==> config.mk <==
export PLATFORM = sky130hd
export DESIGN_NAME = roman_numeral_encoder
export DESIGN_NICKNAME = d
export VERILOG_FILES = /design/src/rne_pkg.sv /design/src/rne_ctrl.sv /design/src/rne_dp.sv /design/src/roman_numeral_encoder.sv
export SDC_FILE = /design/constraint.sdc
export NUM_CORES = 1
export LEC_CHECK = 0
export ABC_AREA = 1
export ABC_CLOCK_PERIOD_IN_PS = 11000
export BUFFER_PORTS_ARGS = -buffer_cell sky130_fd_sc_hd__buf_2
export CORE_UTILIZATION = 45
export DETAILED_ROUTE_END_ITERATION = 10
export PLACE_DENSITY = 0.66
export SYNTH_ARGS = -nofsm -noshare
export SYNTH_HDL_FRONTEND = slang
export SYNTH_SLANG_ARGS = --single-unit
==> constraint.sdc <==
create_clock -name i_clk -period 11 [get_ports i_clk]
set_input_delay 1.1 -clock i_clk [delete_from_list [all_inputs] [get_ports i_clk]]
set_output_delay 1.1 -clock i_clk [all_outputs]
set_load 0.05 [all_outputs]
==> src/rne_pkg.sv <==
// Shared types, codes and letter tables for the Roman numeral encoder.
`timescale 1ns / 1ps

package rne_pkg;

    localparam int NUMBER_WIDTH_DEF = 13;
    localparam int LETTER_W         = 8;
    localparam int STATUS_W         = 2;
    localparam int COUNT_W          = 8;
    localparam int LOW_W            = 10;
    localparam int DIGIT_W          = 4;
    localparam int SLOT_W           = 3;
    localparam int GRP_W            = 2;
    localparam int APB_DATA_W       = 32;
    localparam int APB_ADDR_W       = 3;
    localparam int THOUSAND         = 1000;

    localparam logic [COUNT_W-1:0]  LIMIT_RESET      = 8'd255;
    localparam logic                REG_LENGTH_LIMIT = 1'b0;

    localparam logic [STATUS_W-1:0] STAT_OK       = 2'd0;
    localparam logic [STATUS_W-1:0] STAT_INVALID  = 2'd1;
    localparam logic [STATUS_W-1:0] STAT_OVERFLOW = 2'd2;

    localparam logic [GRP_W-1:0] GRP_HUNDREDS = 2'd0;
    localparam logic [GRP_W-1:0] GRP_TENS     = 2'd1;
    localparam logic [GRP_W-1:0] GRP_UNITS    = 2'd2;

    localparam logic [1:0] SYM_ONE  = 2'd0;
    localparam logic [1:0] SYM_FIVE = 2'd1;
    localparam logic [1:0] SYM_TEN  = 2'd2;

    localparam logic [LETTER_W-1:0] CHAR_M = 8'h4D;

    typedef enum logic [2:0] {
        ST_IDLE,
        ST_START,
        ST_THOU,
        ST_GROUP,
        ST_LETTER,
        ST_DONE
    } t_state;

    typedef struct packed {
        logic                load;
        logic                emit_m;
        logic                start_grp;
        logic                emit_let;
        logic                next_grp;
        logic                emit_stat;
        logic [STATUS_W-1:0] stat_code;
    } t_cmd;

    typedef struct packed {
        logic rem_zero;
        logic ge_thou;
        logic at_limit;
        logic slot_done;
        logic grp_last;
        logic out_free;
    } t_stat;

    // Letters in a decimal digit's group
    function automatic logic [SLOT_W-1:0] digit_len(input logic [DIGIT_W-1:0] d);
        logic [SLOT_W-1:0] len;
        unique case (d)
            4'd1, 4'd5:       len = 3'd1;
            4'd2, 4'd4, 4'd6,
            4'd9:             len = 3'd2;
            4'd3, 4'd7:       len = 3'd3;
            4'd8:             len = 3'd4;
            default:          len = 3'd0;
        endcase
        return len;
    endfunction

    // Symbol role of one slot in a digit's pattern
    function automatic logic [1:0] slot_sym(input logic [DIGIT_W-1:0] d,
                                            input logic [1:0]         slot);
        logic [1:0] sym;
        unique case (d)
            4'd4:             sym = (slot == 2'd1) ? SYM_FIVE : SYM_ONE;
            4'd9:             sym = (slot == 2'd1) ? SYM_TEN  : SYM_ONE;
            4'd5, 4'd6, 4'd7,
            4'd8:             sym = (slot == 2'd0) ? SYM_FIVE : SYM_ONE;
            default:          sym = SYM_ONE;
        endcase
        return sym;
    endfunction

    function automatic logic [LETTER_W-1:0] roman_letter(input logic [GRP_W-1:0]   grp,
                                                         input logic [DIGIT_W-1:0] d,
                                                         input logic [1:0]         slot);
        logic [1:0]          sym;
        logic [LETTER_W-1:0] ch;
        sym = slot_sym(d, slot);
        unique case (grp)
            GRP_HUNDREDS: ch = (sym == SYM_ONE) ? 8'h43 : (sym == SYM_FIVE) ? 8'h44 : 8'h4D;
            GRP_TENS:     ch = (sym == SYM_ONE) ? 8'h58 : (sym == SYM_FIVE) ? 8'h4C : 8'h43;
            default:      ch = (sym == SYM_ONE) ? 8'h49 : (sym == SYM_FIVE) ? 8'h56 : 8'h58;
        endcase
        return ch;
    endfunction

    function automatic logic [LOW_W-1:0] grp_weight(input logic [GRP_W-1:0] grp);
        logic [LOW_W-1:0] w;
        unique case (grp)
            GRP_HUNDREDS: w = 10'd100;
            GRP_TENS:     w = 10'd10;
            default:      w = 10'd1;
        endcase
        return w;
    endfunction

endpackage

==> src/rne_ctrl.sv <==
// Sequencer that walks thousands, three digit groups and the closing status beat.
`timescale 1ns / 1ps

module rne_ctrl (
    input  logic          i_clk,
    input  logic          i_rst_n,
    input  logic          i_valid,
    output logic          o_ready,
    input  rne_pkg::t_stat i_stat,
    output rne_pkg::t_cmd  o_cmd
);
    import rne_pkg::*;

    t_state r_state;
    t_state n_state;

    always_ff @(posedge i_clk) begin
        if (!i_rst_n) begin
            r_state <= ST_IDLE;
        end else begin
            r_state <= n_state;
        end
    end

    always_comb begin
        n_state = r_state;
        unique case (r_state)
            ST_IDLE: begin
                if (i_valid) n_state = ST_START;
            end
            ST_START: begin
                if (i_stat.rem_zero) begin
                    if (i_stat.out_free) n_state = ST_IDLE;
                end else begin
                    n_state = ST_THOU;
                end
            end
            ST_THOU: begin
                if (!i_stat.ge_thou) begin
                    n_state = ST_GROUP;
                end else if (i_stat.at_limit && i_stat.out_free) begin
                    n_state = ST_IDLE;
                end
            end
            ST_GROUP: begin
                if (!i_stat.at_limit) begin
                    n_state = ST_LETTER;
                end else if (i_stat.out_free) begin
                    n_state = ST_IDLE;
                end
            end
            ST_LETTER: begin
                if (i_stat.slot_done) n_state = i_stat.grp_last ? ST_DONE : ST_GROUP;
            end
            ST_DONE: begin
                if (i_stat.out_free) n_state = ST_IDLE;
            end
            default: n_state = ST_IDLE;
        endcase
    end

    always_comb begin
        o_cmd   = '0;
        o_ready = 1'b0;
        unique case (r_state)
            ST_IDLE: begin
                o_ready    = 1'b1;
                o_cmd.load = i_valid;
            end
            ST_START: begin
                o_cmd.emit_stat = i_stat.rem_zero && i_stat.out_free;
                o_cmd.stat_code = STAT_INVALID;
            end
            ST_THOU: begin
                o_cmd.emit_m    = i_stat.ge_thou && !i_stat.at_limit && i_stat.out_free;
                o_cmd.emit_stat = i_stat.ge_thou && i_stat.at_limit && i_stat.out_free;
                o_cmd.stat_code = STAT_OVERFLOW;
            end
            ST_GROUP: begin
                o_cmd.start_grp = !i_stat.at_limit;
                o_cmd.emit_stat = i_stat.at_limit && i_stat.out_free;
                o_cmd.stat_code = STAT_OVERFLOW;
            end
            ST_LETTER: begin
                o_cmd.emit_let = !i_stat.slot_done && i_stat.out_free;
                o_cmd.next_grp = i_stat.slot_done && !i_stat.grp_last;
            end
            ST_DONE: begin
                o_cmd.emit_stat = i_stat.out_free;
                o_cmd.stat_code = STAT_OK;
            end
            default: ;
        endcase
    end

endmodule

==> src/rne_dp.sv <==
// Remainder, letter count, digit extraction and the output register.
`timescale 1ns / 1ps

module rne_dp #(
    parameter int NUMBER_WIDTH = rne_pkg::NUMBER_WIDTH_DEF
) (
    input  logic                          i_clk,
    input  logic                          i_rst_n,
    input  logic [NUMBER_WIDTH-1:0]       i_number,
    input  logic [rne_pkg::COUNT_W-1:0]   i_length_limit,
    input  rne_pkg::t_cmd                 i_cmd,
    output rne_pkg::t_stat                o_stat,
    output logic                          o_valid,
    input  logic                          i_ready,
    output logic [rne_pkg::LETTER_W-1:0]  o_letter,
    output logic [rne_pkg::STATUS_W-1:0]  o_status,
    output logic                          o_last
);
    import rne_pkg::*;

    logic [NUMBER_WIDTH-1:0] r_rem,   n_rem;
    logic [COUNT_W-1:0]      r_count, n_count;
    logic [GRP_W-1:0]        r_grp,   n_grp;
    logic [DIGIT_W-1:0]      r_digit, n_digit;
    logic [SLOT_W-1:0]       r_slot,  n_slot;
    logic                    r_valid;
    logic [LETTER_W-1:0]     r_letter;
    logic [STATUS_W-1:0]     r_status;
    logic                    r_last;

    logic [LOW_W-1:0]        w_unit;
    logic [LOW_W-1:0]        w_thr;
    logic [DIGIT_W-1:0]      w_digit;
    logic [LOW_W-1:0]        w_sub;
    logic                    w_emit;

    // Digit of the current group: the remainder is below ten of its weight here
    always_comb begin
        w_unit  = grp_weight(r_grp);
        w_digit = '0;
        w_sub   = '0;
        w_thr   = '0;
        for (int k = 1; k < 10; k++) begin
            w_thr = LOW_W'(k) * w_unit;
            if (r_rem[LOW_W-1:0] >= w_thr) begin
                w_digit = DIGIT_W'(k);
                w_sub   = w_thr;
            end
        end
    end

    always_comb begin
        n_rem   = r_rem;
        n_count = r_count;
        n_grp   = r_grp;
        n_digit = r_digit;
        n_slot  = r_slot;
        if (i_cmd.load) begin
            n_rem   = i_number;
            n_count = '0;
            n_grp   = GRP_HUNDREDS;
        end
        if (i_cmd.emit_m) begin
            n_rem   = r_rem - NUMBER_WIDTH'(THOUSAND);
            n_count = r_count + COUNT_W'(1);
        end
        if (i_cmd.start_grp) begin
            n_digit = w_digit;
            n_rem   = r_rem - NUMBER_WIDTH'(w_sub);
            n_slot  = '0;
        end
        if (i_cmd.emit_let) begin
            n_slot  = r_slot + SLOT_W'(1);
            n_count = r_count + COUNT_W'(1);
        end
        if (i_cmd.next_grp) begin
            n_grp = r_grp + GRP_W'(1);
        end
    end

    always_ff @(posedge i_clk) begin
        r_rem   <= n_rem;
        r_count <= n_count;
        r_grp   <= n_grp;
        r_digit <= n_digit;
        r_slot  <= n_slot;
    end

    assign w_emit = i_cmd.emit_m || i_cmd.emit_let || i_cmd.emit_stat;

    always_ff @(posedge i_clk) begin
        if (!i_rst_n) begin
            r_valid <= 1'b0;
        end else if (w_emit) begin
            r_valid <= 1'b1;
        end else if (i_ready) begin
            r_valid <= 1'b0;
        end
    end

    always_ff @(posedge i_clk) begin
        if (i_cmd.emit_m) begin
            r_letter <= CHAR_M;
            r_status <= STAT_OK;
            r_last   <= 1'b0;
        end else if (i_cmd.emit_let) begin
            r_letter <= roman_letter(r_grp, r_digit, r_slot[1:0]);
            r_status <= STAT_OK;
            r_last   <= 1'b0;
        end else if (i_cmd.emit_stat) begin
            r_letter <= '0;
            r_status <= i_cmd.stat_code;
            r_last   <= 1'b1;
        end
    end

    assign o_stat.rem_zero  = (r_rem == '0);
    assign o_stat.ge_thou   = (r_rem >= NUMBER_WIDTH'(THOUSAND));
    assign o_stat.at_limit  = (r_count >= i_length_limit);
    assign o_stat.slot_done = (r_slot == digit_len(r_digit));
    assign o_stat.grp_last  = (r_grp == GRP_UNITS);
    assign o_stat.out_free  = !r_valid || i_ready;

    assign o_valid  = r_valid;
    assign o_letter = r_letter;
    assign o_status = r_status;
    assign o_last   = r_last;

endmodule

==> src/roman_numeral_encoder.sv <==
// Top level of the Roman numeral encoder: register port, sequencer and datapath.
`timescale 1ns / 1ps
//
//  channel   direction  handshake            payload
//  -------   ---------  -------------------  ------------------------------
//  number    in         i_valid / o_ready    i_number
//  letters   out        o_valid / i_ready    o_letter, o_status, o_last
//  config    in         psel/penable/pready  length_limit at byte address 0
//
//  One number is taken at a time; o_ready is high only between conversions.
//  Each conversion steps through an entry state, the thousands, a group
//  state and its letter state for each digit group, and the status beat.
//  Reset is synchronous and active low; length_limit returns to 255.
//  A stalled output beat holds the sequencer; nothing is dropped or repeated.
//
module roman_numeral_encoder #(
    parameter int NUMBER_WIDTH = rne_pkg::NUMBER_WIDTH_DEF
) (
    input  logic                            i_clk,
    input  logic                            i_rst_n,
    // number channel
    input  logic                            i_valid,
    output logic                            o_ready,
    input  logic [NUMBER_WIDTH-1:0]         i_number,
    // letter channel
    output logic                            o_valid,
    input  logic                            i_ready,
    output logic [rne_pkg::LETTER_W-1:0]    o_letter,
    output logic [rne_pkg::STATUS_W-1:0]    o_status,
    output logic                            o_last,
    // register port
    input  logic                            psel,
    input  logic                            penable,
    input  logic                            pwrite,
    input  logic [rne_pkg::APB_ADDR_W-1:0]  paddr,
    input  logic [rne_pkg::APB_DATA_W-1:0]  pwdata,
    output logic [rne_pkg::APB_DATA_W-1:0]  prdata,
    output logic                            pready
);
    import rne_pkg::*;

    logic [COUNT_W-1:0] r_length_limit;
    logic               w_sel_limit;
    t_cmd               w_cmd;
    t_stat              w_stat;

    // Register port: one register, no wait states
    assign pready      = 1'b1;
    assign w_sel_limit = (paddr[APB_ADDR_W-1:2] == REG_LENGTH_LIMIT);

    always_ff @(posedge i_clk) begin
        if (!i_rst_n) begin
            r_length_limit <= LIMIT_RESET;
        end else if (psel && penable && pwrite && pready && w_sel_limit) begin
            r_length_limit <= pwdata[COUNT_W-1:0];
        end
    end

    // Read back the limit; unmapped addresses read as zero
    assign prdata = w_sel_limit ? APB_DATA_W'(r_length_limit) : '0;

    // Sequencer: decides which beat to emit next and when to stop
    rne_ctrl u_ctrl (
        .i_clk   (i_clk),
        .i_rst_n (i_rst_n),
        .i_valid (i_valid),
        .o_ready (o_ready),
        .i_stat  (w_stat),
        .o_cmd   (w_cmd)
    );

    // Datapath: holds the remainder and count, and drives the output register
    rne_dp #(
        .NUMBER_WIDTH (NUMBER_WIDTH)
    ) u_dp (
        .i_clk          (i_clk),
        .i_rst_n        (i_rst_n),
        .i_number       (i_number),
        .i_length_limit (r_length_limit),
        .i_cmd          (w_cmd),
        .o_stat         (w_stat),
        .o_valid        (o_valid),
        .i_ready        (i_ready),
        .o_letter       (o_letter),
        .o_status       (o_status),
        .o_last         (o_last)
    );

endmodule

==> summary.md, run 1 <==
| Metric | Value |
|---|---|
| Status | `finished, final reports clean` |
| P_leak | `3.10 nW` |
| Top_reg_cell synth | `edfxtp_1` |
| CTS max path bufs | `2` |
| Layout cells sized above 1 | `10.6%` |
| Cell variety after synth | `58` |
| # port buffers | `47` |
| Starting DRT DRC Count | `378` |
| Tightest Pin Transition | `0.896 ns` |
| Fill cells | `1344` |
| Switching power | `0.00125 W` |
| Vias in the first global route | `5057` |
| Initial antenna violation count | `0` |
| Reg clk slew, reported paths | `0.07 ns` |
| Ant diodes | `0` |
| Crit Path Max Fanout | `19` |
| H-tree levels | `2` |
| CTS tree | `done` |
| Die Ht | `116 um` |
| Critical path type | `flop to flop` |
| Worst r2r src | `u_dp.r_grp[0]` |
| Area Overhead vs Synth | `7.45%` |
| Clock Sinks | `51` |
| Crit path max-delay family | `adder cells` |
| Number of vias per cell | `5.16` |
| Area leader, netlist | `ha_1` |
| Pint | `0.000929 W` |
| Final hold violation count | `0` |
| First-pass GRT wire length | `25.1 mm` |
| Post-Route WL | `15.2 mm` |
| Gate power share | `74.6%` |
| HP Class | `flop to flop` |
| Crit path launch | `u_dp.r_grp[0]` |
| Die X | `116 um` |
| Initial Util | `46.2%` |
| Cell area power density | `347 nW/um2` |
| Post-route insts no fill | `1072` |
| # hold bufs at CTS | `0` |
| Largest net degree at the start of global routing | `20` |
| Total GRT Usage | `24.0%` |
| RePlAce Congestion | `0.902` |
| Largest cells by area after synthesis | `ha_1 (17%), edfxtp_1 (15%), nand2_1 (14%), dfxtp_1 (7.2%), inv_1 (6.5%)` |
| Worst-Skew Late Latency | `0.29 ns` |
| Final Skew | `0.00929 ns` |
| Worst vdd ir | `0.215 mV` |
| Synth cell count leaders | `nand2_1 (214), inv_1 (101), nor2_1 (82), ha_1 (78), a21oi_1 (67)` |
| Core box area | `12700 um2` |
| Fin nets | `1033` |
| Most frequent cell after synthesis | `nand2_1` |
| Post-synthesis sequential area ratio | `22.6%` |
| Routed Antenna Nets | `0` |
| Post-synth EDFFs | `30` |
| Setup WS pre-CTS | `4.57 ns` |
| Setup TNS | `0 ns` |
| Relative slew slack | `40.0%` |
| Flop pwr share | `18.1%` |
| Worst Path Buf+Inv | `5` |
| RSZ-0062 raised after global routing | `no` |
| Resize count post-CTS | `0` |
| Clock share of power | `7.3%` |
| Reg area | `1320 um2` |
| Max Slew Vio Count | `0` |
| DRC | `0` |
| Async S/R FF share, synth | `0%` |
| WL per Instance | `14.2 um` |
| Die footprint | `13500 um2` |
| Post-Syn Instances | `857` |
| Synthesized area | `5860 um2` |
| Gr ovfl total | `0` |
| Critical path data required time | `11.05 ns` |
| CP Launch Type | `flop` |
| Multi-input gate area | `3960 um2` |
| Hold Slack | `0.448 ns` |
| Net Sw Frac | `57.5%` |
| Yosys reg bits | `51` |
| Max Clk Rate | `0.153 GHz` |
| Worst EP arrival | `6.56 ns` |
| Site row count | `41` |
| Total CTS buffers | `5` |
| DPL Wire Length | `11.9 mm` |
| Syn. warnings | `0` |
| Postcts setup bufs | `0` |
| Fin crit period | `6.52 ns` |
| Post-synth top area share | `16.7%` |
| Endpoints failing setup | `0` |
| Num ports | `101` |
| Root buffer cell | `clkbuf_16` |
| Number of vias in the routed layout | `5535` |
| Slowest Stage Delay on Critical Path | `0.80 ns` |
| Dpl cells | `1064` |
| Drt first pass iters | `5` |
| Final WS setup | `4.48 ns` |
| Final period utilization | `59.3%` |
| Min-delay src | `u_dp.o_letter[6]` |
| Avg Inst Size Synth | `6.84 um2` |
| Max stage delay cell, worst path | `clkinv_1` |
| CP Capture Type | `flop` |
| Max Cap Viol | `0` |
| Worst-path cell chain | `inv_1, ha_1, clkinv_1, ha_1, ha_1, o21ai_0, nand3_1, nand4_1, inv_1, o21ai_0, nand2_1, nand2_1, nand2_1, a21oi_1, ha_1, inv_1, fa_1, a31oi_1, inv_1, a31o_2, or2_2, nand3_1, nand3_1` |
==> metal layers <==
metal  global-route usage [%]  vias up  share of wire [%]
met5                        0        -                  0
met4                     5.98        0                1.4
met3                     2.59       14                6.4
met2                     37.4      163                 43
met1                     35.2     2444                 49
li1                         -     2914                  -
==> cells by family after synthesis <==
kind of cell             after synthesis  synth area share (%)
adder cells (fa/ha/maj)               79                  17.0
buffers and inverters                146                  11.4
AO/OA/AOI/OAI                        166                  16.7
XOR/XNOR                              13                  1.94
other                                  2                 0.128
flip-flops                            51                  22.6
AND/OR/NAND/NOR                      400                  30.2
==> registers in the layout, indices dropped and copies added, names as in the netlist, 3 cells and up <==
register,count
u_dp.r_slot,3
u_dp.r_count,8
r_length_limit,8
u_ctrl.r_state,3
u_dp.r_rem,13
u_dp.o_letter,6
u_dp.r_digit,4
==> power by group through the flow <==
stage	combinational (W)	clock [W]	sequential, W
6_report	0.00163	0.000160	0.000395
5_1_grt	0.00185	0.000174	0.000407
4_1_cts	0.00162	0.000168	0.000393
3_5_place_dp	0.00161	0	0.000396
3_3_place_gp	0.00160	0	0.000396
2_1_floorplan	0.00123	0	0.000412
==> through the flow <==
| step | total power [W] | instance area (um2) | utilization [%] |
|---|---|---|---|
| 4_1_cts | 0.00218 | 6290 | 49.7 |
| 6_report | 0.00218 | 6290 | 49.7 |
| 5_1_grt | 0.00243 | 6290 | 49.7 |
| 3_3_place_gp | 0.00199 | 6140 | 48.5 |
| 3_5_place_dp | 0.00200 | 6140 | 48.5 |
| 2_1_floorplan | 0.00164 | 5950 | - |
==> cell type report <==
cell class	instances	share of cell area, %
inverters	109	6.54
repair buffers	47	3.74
multi-input cells	685	62.9
well taps	172	3.42
flip-flops and latches	51	21.0
clock buffers	5	1.99
clock inverters	3	0.417
==> cell usage in the layout (no fill, tap or decap), drive strengths merged, types with 21 or more instances in the layout <==
master | Yosys | routed
nand3 | 53 | 53
nor2 | 91 | 91
o21ai | 52 | 52
conb | 2 | 27
ha | 78 | 78
a21oi | 68 | 68
dfxtp | 21 | 21
nand2 | 221 | 221
inv | 106 | 108
buf | 33 | 47
edfxtp | 30 | 30
==> tightest hold or removal path: cells and delay by family (launching register included) <==
family           cells  cell delay, ns
DFF                  1            0.31
and+or+nand+nor      2            0.10
==> worst paths after layout <==
path                                         end  slack (ns)  cells after the start
worst min register to register  u_dp.o_letter[6]        0.45                      2
worst max-delay path               u_dp.r_rem[6]        4.48                     23
worst max register to register     u_dp.r_rem[6]        4.48                     23
worst min-delay path            u_dp.o_letter[6]        0.45                      2
Power figures use the tool's default switching activity.
==> run 2: changes to the inputs <==
--- a/config.mk
+++ b/config.mk
@@ -6,11 +6,11 @@
 export NUM_CORES = 1
 export LEC_CHECK = 0
 export ABC_AREA = 1
-export ABC_CLOCK_PERIOD_IN_PS = 11000
+export ABC_CLOCK_PERIOD_IN_PS = 5540
 export BUFFER_PORTS_ARGS = -buffer_cell sky130_fd_sc_hd__buf_2
 export CORE_UTILIZATION = 45
 export DETAILED_ROUTE_END_ITERATION = 10
-export PLACE_DENSITY = 0.66
+export PLACE_DENSITY = 0.69
 export SYNTH_ARGS = -nofsm -noshare
 export SYNTH_HDL_FRONTEND = slang
 export SYNTH_SLANG_ARGS = --single-unit
==> constraint.sdc (replaced) <==
create_clock -name i_clk -period 5.54 [get_ports i_clk]
set_input_delay 0.554 -clock i_clk [delete_from_list [all_inputs] [get_ports i_clk]]
set_output_delay 0.554 -clock i_clk [all_outputs]
set_load 0.05 [all_outputs]
==> summary.md, run 2 (synthesized netlist as in run 1, its figures left out) <==
| Metric | Value |
|---|---|
| Status | `finished, final reports clean` |
| Worst vdd ir | `0.465 mV (+120%)` |
| Max Clk Rate | `0.207 GHz (+35%)` |
| Reg clk slew, reported paths | `0.07 ns (about the same)` |
| Final hold violation count | `0 (unchanged)` |
| HP Class | `flop to flop` |
| Max Slew Vio Count | `0 (unchanged)` |
| Die X | `116 um (unchanged)` |
| P_leak | `3.18 nW (+2.5%)` |
| Worst EP arrival | `4.87 ns (-1.69 ns)` |
| Hold Slack | `0.450 ns (+0.00207 ns)` |
| # port buffers | `47 (unchanged)` |
| Vias in the first global route | `5204 (+2.9%)` |
| Post-Route WL | `15.2 mm (-0.12%)` |
| Root buffer cell | `clkbuf_16` |
| CTS max path bufs | `2 (unchanged)` |
| Relative slew slack | `39.8% (-0.25 points)` |
| Largest registers | `u_dp.r_rem (13), r_length_limit (8), u_dp.r_count (8)` |
| Endpoints failing setup | `0 (unchanged)` |
| Critical path data required time | `5.58 ns (-5.47 ns)` |
| Fin crit period | `4.83 ns (-1.69 ns)` |
| Crit Path Max Fanout | `11 (-8)` |
| CP Capture Type | `flop` |
| Total CTS buffers | `5 (unchanged)` |
| CTS tree | `done` |
| WL per Instance | `14.0 um (-1.2%)` |
| CP Launch Type | `flop` |
| Top reg by flops | `u_dp.r_rem` |
| Most common cell after layout, fill and taps aside | `nand2_1` |
| Site row count | `41 (unchanged)` |
| First-pass GRT wire length | `25.4 mm (+1.2%)` |
| Starting DRT DRC Count | `371 (-1.9%)` |
| Tightest Pin Transition | `0.900 ns (+0.00369 ns)` |
| Initial antenna violation count | `0 (unchanged)` |
| Layout cells sized above 1 | `11.7% (+1.2 points)` |
| Initial Util | `46.2% (unchanged)` |
| Clock Sinks | `51 (unchanged)` |
| Setup TNS | `0 ns (unchanged)` |
| Die footprint | `13500 um2 (unchanged)` |
| H-tree levels | `2 (unchanged)` |
| RePlAce Congestion | `0.930 (+3.1%)` |
| Cell area power density | `704 nW/um2 (+100%)` |
| Critical path type | `flop to flop` |
| Num ports | `101 (unchanged)` |
| Fin nets | `1045 (+1.2%)` |
| Drt first pass iters | `5 (unchanged)` |
| Total GRT Usage | `24.1% (+0.12 points)` |
| Max Cap Viol | `0 (unchanged)` |
| Ant diodes | `0 (unchanged)` |
| Commonest cells after routing, fill and taps aside | `nand2_1 (214), inv_1 (101), nor2_1 (82)` |
| RSZ-0062 raised after global routing | `no` |
| Area Overhead vs Synth | `9.76%` |
| Final Skew | `0.0115 ns (+0.00222 ns)` |
| Largest net degree at the start of global routing | `19 (-5.0%)` |
| Final period utilization | `87.2% (+28 points)` |
| Number of vias in the routed layout | `5686 (+2.7%)` |
| Gr ovfl total | `0 (unchanged)` |
| Routed Antenna Nets | `0 (unchanged)` |
| Die Ht | `116 um (unchanged)` |
| Postcts setup bufs | `0 (unchanged)` |
| DPL Wire Length | `12.1 mm (+1.3%)` |
| Worst-Skew Late Latency | `0.30 ns (about the same)` |
| Resize count post-CTS | `0 (unchanged)` |
| DRC | `0 (unchanged)` |
| Max reg flops | `13 (unchanged)` |
| Core box area | `12700 um2 (unchanged)` |
| # hold bufs at CTS | `0 (unchanged)` |
| Number of vias per cell | `5.25 (+1.6%)` |
[run 2: changes by cell type in the layout (fill, tap and decap cells not counted)]
cell	change
clkinv_4	-1
bufinv_16	+2
inv_8	+1
buf_4	+12
inv_6	-2
[run 2: report_power, final]
part / leakage [nW] / switching [W] / internal, W
Sequential: 0.463 / 0.000197 / 0.000578
Combinational: 2.62 / 0.00219 / 0.00115
Clock: 0.0959 / 0.000151 / 0.000262
Total: 3.18 / 0.00254 / 0.00199
[run 2: critical path, cell delays in order (launching register included)]
cell	delay, ns
edfxtp_1	0.40
inv_1	0.10
ha_1	0.22
clkinv_1	0.06
ha_1	0.52
ha_1	0.36
inv_1	0.11
o21ai_0	0.13
nand2_1	0.08
nand2_1	0.05
nand3_1	0.06
nand2_1	0.07
nand2_1	0.06
nand2_1	0.20
inv_1	0.17
nand2_1	0.09
a21oi_1	0.20
ha_1	0.23
inv_1	0.09
fa_1	0.41
a31oi_1	0.21
inv_1	0.10
a31o_2	0.21
or2_2	0.27
nand3_1	0.08
nand3_1	0.10
[run 2: metrics by stage]
stage | total power [W] | util, % | area [um2] | cells | setup WS [ns]
finish | 0.00453 | 50.7 | 6430 | 1084 | 0.708
global placement | 0.00403 | 49.2 | 6230 | 1076 | 0.795
global route | 0.00502 | 50.7 | 6430 | 1084 | 0.311
detailed placement | 0.00404 | 49.2 | 6230 | 1076 | 0.793
CTS | 0.00448 | 50.7 | 6430 | 1084 | 0.779
floorplan | 0.00326 | - | 5950 | 882 | 0.491
[run 2: final timing paths]
path                                  startpoint               end  slack, ns  depth (start not counted)
worst min-delay path            u_dp.o_letter[6]  u_dp.o_letter[6]       0.45                          2
worst max register to register     u_dp.r_grp[0]     u_dp.r_rem[6]       0.71                         25
worst min register to register  u_dp.o_letter[6]  u_dp.o_letter[6]       0.45                          2
worst max-delay path               u_dp.r_grp[0]     u_dp.r_rem[6]       0.71                         25
[run 2: cell type report]
class	instances	area, um2
Clock buffer	5	125
Clock inverter	3	71.3
Fill cell	1317	6240
Inverter	109	412
Multi-Input combinational cell	685	3960
Sequential cell	51	1320
Tap cell	172	215
Timing Repair Buffer	59	325
[run 2: layer usage]
layer,track usage [%],vias up,wire [um]
met3,2.44,26,1010
met2,37.7,190,6340
li1,-,2937,-
met5,0,-,0
met1,34.8,2533,7490
met4,7.52,0,350
